--- src/rtl/core/assert_macros.svh ---
// assertion macros used by the top-level rtl file
`ifndef ASSERT_MACROS_SVH
`define ASSERT_MACROS_SVH
`ifndef SYNTHESIS
`define ASSERT_IMPLY(lbl, clk, rstn, ante, cons, msg) \
    lbl: assert property (@(posedge clk) disable iff (!rstn) (ante) |-> (cons)) else $error(msg);
`define ASSERT_ALWAYS(lbl, clk, rstn, prop, msg) \
    lbl: assert property (@(posedge clk) disable iff (!rstn) (prop)) else $error(msg);
`else
`define ASSERT_IMPLY(lbl, clk, rstn, ante, cons, msg)
`define ASSERT_ALWAYS(lbl, clk, rstn, prop, msg)
`endif
`endif

--- src/rtl/core/tcgit_pkg.sv ---
// types and constants of the greedy insertion two-tour unit
package tcgit_pkg;
    localparam int MAX_NODES = 32;
    localparam int DIST_BITS = 16;
    localparam int CITY_W    = 5;
    localparam int CNT_W     = 6;
    localparam int CFG_IDX_W = 1;
    localparam int CFG_DAT_W = 6;

    typedef enum logic [CFG_IDX_W-1:0] {
        CFG_NODE_COUNT = 1'b0,
        CFG_START_A    = 1'b1
    } cfg_idx_t;

    typedef enum logic [4:0] {
        OP_NOP, OP_INIT, OP_FAR_ISSUE, OP_FAR_EVAL, OP_B_INIT,
        OP_GROW_START, OP_PN_ISSUE, OP_PN_TAKE, OP_C_SKIP, OP_PC_ISSUE,
        OP_CN_ISSUE, OP_C_EVAL, OP_POS_NEXT, OP_SUCC_TAKE, OP_INS_A,
        OP_INS_B, OP_EMIT_START, OP_EMIT_LOAD, OP_EMIT_STEP, OP_EMIT_TAKE,
        OP_EMIT_SWITCH
    } dp_op_t;

    typedef enum logic [4:0] {
        ST_IDLE, ST_INIT, ST_FAR_RD, ST_FAR_EV, ST_B_INIT, ST_CHECK,
        ST_GROW, ST_PN_RD, ST_PN_TAKE, ST_CAND, ST_CN_RD, ST_C_EVAL,
        ST_POS_RD, ST_POS_TAKE, ST_INS_A, ST_INS_B, ST_EMIT_START,
        ST_EMIT_OUT, ST_EMIT_RD, ST_EMIT_TAKE, ST_EMIT_SW
    } state_t;

    typedef struct packed {
        dp_op_t op;
        logic   load_en;
    } dp_cmd_t;

    typedef struct packed {
        logic             c_end;
        logic             c_visited;
        logic             pos_last;
        logic             all_visited;
        logic             out_busy;
        logic             emit_end;
        logic             emit_b;
        logic [CNT_W-1:0] visited_cnt;
        logic [CNT_W-1:0] n_eff;
    } dp_status_t;
endpackage

--- src/rtl/core/tcgit_ctrl.sv ---
// sequencer for matrix load, tour construction and tour output
module tcgit_ctrl import tcgit_pkg::*; (
    input  logic       aclk,
    input  logic       aresetn,
    input  logic       s_tvalid,
    input  logic       s_cmd,
    output logic       s_tready,
    input  dp_status_t st,
    output dp_cmd_t    cmd
);
    state_t state_reg, state_next;

    // state register
    always_ff @(posedge aclk) begin
        if (!aresetn) begin
            state_reg <= ST_IDLE;
        end else begin
            state_reg <= state_next;
        end
    end

    // next state
    always_comb begin
        state_next = state_reg;
        unique case (state_reg)
            ST_IDLE:       if (s_tvalid && s_cmd) state_next = ST_INIT;
            ST_INIT:       state_next = ST_FAR_RD;
            ST_FAR_RD:     state_next = st.c_end ? ST_B_INIT : ST_FAR_EV;
            ST_FAR_EV:     state_next = ST_FAR_RD;
            ST_B_INIT:     state_next = ST_CHECK;
            ST_CHECK:      state_next = st.all_visited ? ST_EMIT_START : ST_GROW;
            ST_GROW:       state_next = ST_PN_RD;
            ST_PN_RD:      state_next = ST_PN_TAKE;
            ST_PN_TAKE:    state_next = ST_CAND;
            ST_CAND: begin
                if (st.c_end) begin
                    state_next = st.pos_last ? ST_INS_A : ST_POS_RD;
                end else if (!st.c_visited) begin
                    state_next = ST_CN_RD;
                end
            end
            ST_CN_RD:      state_next = ST_C_EVAL;
            ST_C_EVAL:     state_next = ST_CAND;
            ST_POS_RD:     state_next = ST_POS_TAKE;
            ST_POS_TAKE:   state_next = ST_PN_RD;
            ST_INS_A:      state_next = ST_INS_B;
            ST_INS_B:      state_next = ST_CHECK;
            ST_EMIT_START: state_next = ST_EMIT_OUT;
            ST_EMIT_OUT: begin
                if (!st.out_busy) begin
                    if (!st.emit_end)   state_next = ST_EMIT_RD;
                    else if (st.emit_b) state_next = ST_IDLE;
                    else                state_next = ST_EMIT_SW;
                end
            end
            ST_EMIT_RD:    state_next = ST_EMIT_TAKE;
            ST_EMIT_TAKE:  state_next = ST_EMIT_OUT;
            ST_EMIT_SW:    state_next = ST_EMIT_OUT;
            default:       state_next = ST_IDLE;
        endcase
    end

    // datapath commands
    always_comb begin
        cmd.op      = OP_NOP;
        cmd.load_en = 1'b0;
        s_tready    = 1'b0;
        unique case (state_reg)
            ST_IDLE: begin
                s_tready    = 1'b1;
                cmd.load_en = s_tvalid && !s_cmd;
            end
            ST_INIT:       cmd.op = OP_INIT;
            ST_FAR_RD:     if (!st.c_end) cmd.op = OP_FAR_ISSUE;
            ST_FAR_EV:     cmd.op = OP_FAR_EVAL;
            ST_B_INIT:     cmd.op = OP_B_INIT;
            ST_CHECK:      cmd.op = OP_NOP;
            ST_GROW:       cmd.op = OP_GROW_START;
            ST_PN_RD:      cmd.op = OP_PN_ISSUE;
            ST_PN_TAKE:    cmd.op = OP_PN_TAKE;
            ST_CAND: begin
                if (!st.c_end) cmd.op = st.c_visited ? OP_C_SKIP : OP_PC_ISSUE;
            end
            ST_CN_RD:      cmd.op = OP_CN_ISSUE;
            ST_C_EVAL:     cmd.op = OP_C_EVAL;
            ST_POS_RD:     cmd.op = OP_POS_NEXT;
            ST_POS_TAKE:   cmd.op = OP_SUCC_TAKE;
            ST_INS_A:      cmd.op = OP_INS_A;
            ST_INS_B:      cmd.op = OP_INS_B;
            ST_EMIT_START: cmd.op = OP_EMIT_START;
            ST_EMIT_OUT:   if (!st.out_busy) cmd.op = OP_EMIT_LOAD;
            ST_EMIT_RD:    cmd.op = OP_EMIT_STEP;
            ST_EMIT_TAKE:  cmd.op = OP_EMIT_TAKE;
            ST_EMIT_SW:    cmd.op = OP_EMIT_SWITCH;
            default:       cmd.op = OP_NOP;
        endcase
    end
endmodule

--- config.mk ---
export PLATFORM = sky130hd
export DESIGN_NAME = tcgit_ctrl
export DESIGN_NICKNAME = d
export VERILOG_FILES = /design/src/rtl/core/assert_macros.svh /design/src/rtl/core/tcgit_pkg.sv /design/src/rtl/core/tcgit_ctrl.sv
export SDC_FILE = /design/constraint.sdc
export NUM_CORES = 1
export LEC_CHECK = 0
export BUFFER_PORTS_ARGS = -buffer_cell sky130_fd_sc_hd__clkbuf_2
export CAP_MARGIN = 20
export CORE_MARGIN = 8
export CORE_UTILIZATION = 25
export CTS_CLUSTER_DIAMETER = 100
export DETAILED_ROUTE_END_ITERATION = 10
export PLACE_DENSITY = 0.48
export SYNTH_ARGS = -nofsm -noshare
export SYNTH_HDL_FRONTEND = slang
export SYNTH_SLANG_ARGS = --single-unit
--- constraint.sdc ---
create_clock -name aclk -period 1.24 [get_ports aclk]
set_input_delay 0.186 -clock aclk [delete_from_list [all_inputs] [get_ports aclk]]
set_output_delay 0.186 -clock aclk [all_outputs]
set_load 0.03 [all_outputs]
; After elaboration in Yosys (flattened, before gate mapping)
; Cells that the tools add are included.
[op_classes]
n_eq_ne = 23
mux = 17
n_reduce_logical = 10
[op_table]
columns = operator, count
row1 = $pmux 5 s19, 1
row2 = $pmux 5 s15, 1
row3 = $eq 5x4->1 const B, 8
row4 = $mux 5, 8
row5 = $eq 5x5->1 const B, 5
row6 = $eq 5x3->1 const B, 4
row7 = $eq 5x2->1 const B, 2
row8 = $reduce_or 2->1, 4
row9 = $eq 5x1->1 const B, 1
row10 = $logic_not 5->1, 1
row11 = $mux 2, 2
row12 = $mux 4, 1
row13 = $ne 2x2->1 const B, 2
row14 = $mux 1, 3
row15 = $mux 3, 1
row16 = $ne 3x3->1 const B, 1
row17 = $reduce_and 3->1, 1
row18 = $reduce_or 3->1, 1
row19 = $logic_and 1x1->1, 2
row20 = $logic_not 1->1, 1
[word_totals]
reg_bits = 5
in_bits = 23
output_inout_bits = 7

; Logic depth before layout (Yosys ltp)
; Gate-level depths: netlist (run 1).
[depth]
word_depth = 4
depth_mapped = 6
mapped_depth_nobuf = 4

; Worst setup path before layout (run 1)
; OpenSTA, ideal clock, no wires.
[synth_timing]
path_kind = register to output
from = register state_reg[1]
to = output cmd[2] in the netlist's numbering
arrival_ns = 1.506
t_required_ns = 1.054
path_slack_ns = -0.452
stages_incl_launch_ff = 6
cell_sequence = dfxtp_1 buf_4 inv_2 o21ai_0 o21ai_0 o21ai_0
[synth_lines]
columns = item, line
row1 = start: declaration, tcgit_ctrl.sv:11  ; state_t state_reg, state_next;
row2 = start signal: assignment, tcgit_ctrl.sv:18  ; state_reg <= state_next;
row3 = end: declaration, tcgit_ctrl.sv:9  ; output dp_cmd_t cmd

==> reports/qor.csv, run 1 <==
metric,value,unit
outcome,"complete, but fails checks",
violations,negative setup slack,
drt_first_pass_iters,4,
syn_nets,112,
grt_max_degree,11,
grt_pass1_wl,3870,um
min_period_over_period,1.28,
die_h,67.7,um
drtIter0Drc,37,
drc_errors,0,
worstMarginPinSlew,0.315,ns
crit_fanout,6,
p_per_area,490,mW/mm2
cp_num_buf_inv,2,
critPathMaxStageDelay,0.38,ns
die-area,0.00458,mm2
synth-seq-area-share,0.150,
slew_violations,0,
clock.fmax,629,MHz
rr_worst_depth,6,
cts.sinks,5,
fin_skew,0.00293,ns
synthCells,89,
dp_hpwl,1840,um
crit_cells,5,
power.leakage,0.547,nW
gp_congestion,0.802,
path_delay_family,simple AND/OR/NAND/NOR gates,
path_class,reg -> out,
synth_seq_cells,5,
min_delay_path_depth,3,
post-route-util,0.515,
die_w,67.7,um
async_reset_ff_frac,0,
ant_nets,0,
place_ws,-0.288,ns
final_cell_mix,"buf_4, clkbuf_2, buf_6",
area_growth,92.5,%
cts_tree,yes,
vdd_drop_max,0.000699,V
max-cap-violations,0,
synth_edf_count,0,
synth.distinct_cells,40,
grt_use_total,0.106,
relSlewSlack,0.790,
wl,2370,um
cts_inserted_buffers,3,
end_kind,output port,
critPathSlowestCell,dfxtp_4,
path_cells,"buf_12, nor2_4, and3_4, and3b_2, buf_8",
grt_setup_unrepaired,true,
htreeDepth,1,
fin_cells,167,
clkTransAtPathRegs,0.04,ns
syn_area,668,um2
portBuffers,17,
synth_flop_cell,dfxtp_1,
cp-start-kind,flip-flop,
layout_commonest_cell,buf_4,
ys_warn_count,0,
period_needed,1.59,ns
grt_pass1_vias,857,
cts-hold-fix-buffers,0,
start_util,0.267,
via_count,866,
core-area,0.00250,mm2
critical_path_arrival,1.40,ns
clk_path_buf_depth,2,
io_pins,30,
row_count,18,
worstHoldPathType,in -> reg,
largest_register_ff_count,5,
critPathRequiredTime,1.05,ns
final_layout_size_suffix_gt1_frac,0.657,
setup_ws,-0.349,ns
setup_viol,11,
layout.nets,161,
routed_via_density,5.19,
total_power,630,uW
antenna_cells,0,
syn_area_per_cell,7.51,um2
clock_latency,0.24,ns
hold_viol,0,
cts-root-buf,clkbuf_4,
wl_per_cell,14.2,um
dp.cells,158,
grt_overflow,0,
antenna_found_initial,0,
area by class of cell:
| cell class | count | area, um2 |
|---|---|---|
| Sequential cell | 5 | 116 |
| Tap cell | 30 | 37.5 |
| Timing Repair Buffer | 51 | 442 |
| Clock buffer | 4 | 26.3 |
| Inverter | 5 | 18.8 |
| Multi-Input combinational cell | 72 | 646 |
| Fill cell | 242 | 1210 |
final timing paths:
kind                                                 from                         to  slack (ns)
worst max-delay path            state_reg[1]$_SDFFE_PN0P_                     cmd[0]       -0.35
worst min register to register  state_reg[4]$_SDFFE_PN0P_  state_reg[3]$_SDFFE_PN0P_        0.64
worst max register to register  state_reg[1]$_SDFFE_PN0P_  state_reg[1]$_SDFFE_PN0P_       -0.25
worst min-delay path                              aresetn  state_reg[4]$_SDFFE_PN0P_        0.19
metrics by stage:
stage | cell area, um2 | hold slack [ns] | TNS [ns]
after floorplan | 737 | 0.295 | -0.280
after global placement | 1030 | 0.438 | -1.63
after detailed placement | 1030 | 0.442 | -1.83
after CTS | 1200 | 0.194 | -2.65
after global routing | 1290 | 0.211 | -3.10
final | 1290 | 0.194 | -2.57
worst min-delay path, stage by stage:
cell and delay [ns]:
clkbuf_2 0.11, nand2_1 0.06, o41ai_2 0.04
power by group:
group | switching (mW) | internal, mW | total, mW
clock network | 0.0630 | 0.121 | 0.184
logic | 0.123 | 0.154 | 0.276
registers | 0.00977 | 0.159 | 0.169
logic make-up after synthesis:
logic type,Yosys count,synth area share
flops,5,0.150
buf+inv,12,0.0805
simple gates,34,0.333
compound gates,37,0.423
xor+xnor,1,0.0131
Yosys cell counts (all sizes together) (2+ instances only):
cell	n	share of area
a21oi	8	0.060
a31oi	2	0.019
and3	3	0.028
buf	5	0.041
clkbuf	2	0.011
dfxtp	5	0.15
inv	5	0.028
nand2	5	0.028
nand2b	9	0.084
nor2	5	0.032
nor2b	4	0.049
nor3b	2	0.022
o211ai	2	0.022
o21ai	9	0.067
o221ai	2	0.026
o22ai	2	0.019
repair_timing:
action / in CTS / in global routing
endpoints found under the setup margin: 11 / 12
hold endpoints to repair: 0 / 0
gates resized for setup: 36 / 21
setup buffers: 2 / 3
pin swaps: 12 / 6
metal layers:
metal,wire length (um),GRT usage,vias to the layer above
li1,-,-,437
met1,1070,0.137,419
met2,1220,0.178,10
met3,85,0.0281,0
met4,0,0.0131,0
met5,0,0,-
Note: power is estimated with default switching activity, not from simulation.
==> run 2: changes to the inputs <==
--- a/config.mk
+++ b/config.mk
@@ -7,11 +7,14 @@
 export LEC_CHECK = 0
 export BUFFER_PORTS_ARGS = -buffer_cell sky130_fd_sc_hd__clkbuf_2
 export CAP_MARGIN = 20
+export CELL_PAD_IN_SITES_DETAIL_PLACEMENT = 1
+export CELL_PAD_IN_SITES_GLOBAL_PLACEMENT = 1
 export CORE_MARGIN = 8
 export CORE_UTILIZATION = 25
 export CTS_CLUSTER_DIAMETER = 100
 export DETAILED_ROUTE_END_ITERATION = 10
-export PLACE_DENSITY = 0.48
+export PLACE_DENSITY = 0.65
+export SKIP_LAST_GASP = 1
 export SYNTH_ARGS = -nofsm -noshare
 export SYNTH_HDL_FRONTEND = slang
 export SYNTH_SLANG_ARGS = --single-unit
==> constraint.sdc (replaced) <==
create_clock -name aclk -period 1.4 [get_ports aclk]
set_input_delay 0.21 -clock aclk [delete_from_list [all_inputs] [get_ports aclk]]
set_output_delay 0.21 -clock aclk [all_outputs]
set_load 0.03 [all_outputs]
==> reports/qor.csv, run 2 (synthesis gave the netlist of run 1 again) <==
metric,value,unit
grt_use_total,0.144,
drc_errors,0,
antenna_found_initial,0,
critPathRequiredTime,1.19,ns
fill_cells,296,
row_count,18,
grt_max_degree,10,
hold_viol,0,
seq_power_share,0.258,
io_pins,30,
htreeDepth,1,
p_int,390,uW
drt_first_pass_iters,4,
p_per_area,441,mW/mm2
r2r_slack,-0.23,ns
place_area,986,um2
grt_pass1_wl,4990,um
layout.nets,165,
clock.fmax,602,MHz
largest_register_ff_count,5,
die_w,67.7,um
critical_path_arrival,1.45,ns
violations,negative setup slack,
dp_hpwl,2090,um
wl_per_cell,19.5,um
r2r_start,state_reg[1]$_SDFFE_PN0P_,
r2r-end,state_reg[1]$_SDFFE_PN0P_,
clock_power_share,0.288,
fin_cells,171,
grt_setup_unrepaired,true,
combPwrFrac,0.454,
final_cell_area,0.00131,mm2
routed_via_density,5.40,
die_h,67.7,um
cp-start-kind,flip-flop,
max-cap-violations,0,
setup_viol,11,
drtIter0Drc,28,
clock_latency,0.24,ns
grt_overflow,0,
p_sw,187,uW
crit_fanout,6,
setup_ws,-0.260,ns
via_count,924,
min_delay_path_depth,3,
clk_path_buf_depth,2,
cts.sinks,5,
vdd_drop_max,0.000343,V
cts_inserted_buffers,3,
layout_commonest_cell,buf_4,
slew_violations,0,
die-area,0.00458,mm2
worstHoldStart,aresetn,
worstHoldPathType,in -> reg,
portBuffers,17,
area_growth,95.7,%
rr_worst_depth,7,
dp.cells,156,
cts_tree,yes,
start_util,0.267,
final_layout_size_suffix_gt1_frac,0.652,
end_kind,output port,
cts-root-buf,clkbuf_4,
grt_pass1_vias,978,
ant_nets,0,
post-route-util,0.523,
worstMarginPinSlew,0.339,ns
relSlewSlack,0.774,
place_ws,-0.265,ns
antenna_cells,0,
core-area,0.00250,mm2
wl,3330,um
min_period_over_period,1.19,
final_cell_mix,"buf_4, buf_6, clkbuf_2",
fin_skew,0.00648,ns
period_needed,1.66,ns
power.leakage,0.546,nW
switching_share,0.324,
min_to,state_reg[4]$_SDFFE_PN0P_,
gp_congestion,0.820,
outcome,"complete, but fails checks",
clkTransAtPathRegs,0.05,ns
path_class,reg -> out,
-- run 2: cell types whose count changed in the layout (fill, tap and decap cells not counted), sizes merged --
cell / change
buf: +2
clkbuf: +2
clkinvlp: +1
inv: -1
-- run 2: worst max-delay path, stage by stage, from the launching register on --
cell and delay [ns]:
dfxtp_4 0.35, buf_6 0.14, nor2_4 0.18, and3_4 0.22, and3b_2 0.20, buf_8 0.12
-- run 2: metrics by stage --
step	TNS (ns)	power [mW]	hold WS, ns
2_1_floorplan	-0.0933	0.269	0.319
3_3_place_gp	-1.17	0.339	0.468
3_5_place_dp	-1.53	0.344	0.469
4_1_cts	-1.39	0.557	0.217
5_1_grt	-2.47	0.614	0.243
6_report	-1.86	0.577	0.223
-- run 2: repair_timing --
item / CTS / global route
hold endpoints to repair: 0 / 0
buffers inserted: 6 / 5
gates cloned: 0 / 0
pin swaps: 14 / 12
resized for setup: 45 / 17
hold buffers: 0 / 0
setup endpoints to repair: 11 / 12
-- run 2: layout make-up --
cell class	instances	area (um2)	share of cell area
Inverter	5	22.5	0.0172
Multi-Input combinational cell	72	633	0.484
Sequential cell	5	114	0.0871
Timing Repair Buffer	55	474	0.363
Clock buffer	4	26.3	0.0201
Tap cell	30	37.5	0.0287
-- run 2: layer usage --
layer	part of all wire	vias up	GRT usage
li1	-	443	-
met1	0.41	444	0.179
met2	0.52	33	0.254
met3	0.062	4	0.0265
met4	0.011	0	0.0183
met5	0	-	0
-- run 2: how the worst max path moves through the flow --
stage | slack (ns) | endpoint | cells past startpoint | from
final | -0.26 | cmd[0] | 5 | state_reg[0]$_SDFFE_PN0P_
after global routing | -0.30 | cmd[0] | 5 | state_reg[0]$_SDFFE_PN0P_
after CTS | -0.28 | cmd[1] | 5 | state_reg[3]$_SDFFE_PN0P_
after detailed placement | -0.27 | cmd[0] | 4 | state_reg[3]$_SDFFE_PN0P_
after global placement | -0.24 | cmd[0] | 4 | state_reg[3]$_SDFFE_PN0P_
after floorplan | -0.09 | cmd[2] | 5 | state_reg[1]$_SDFFE_PN0P_
-- run 2: power groups by stage --
stage	clock network (mW)	registers (mW)	logic [mW]
after floorplan	0	0.151	0.118
after global routing	0.191	0.149	0.275
after global placement	0	0.153	0.186
after CTS	0.175	0.148	0.234
after detailed placement	0	0.153	0.191
final	0.166	0.149	0.262
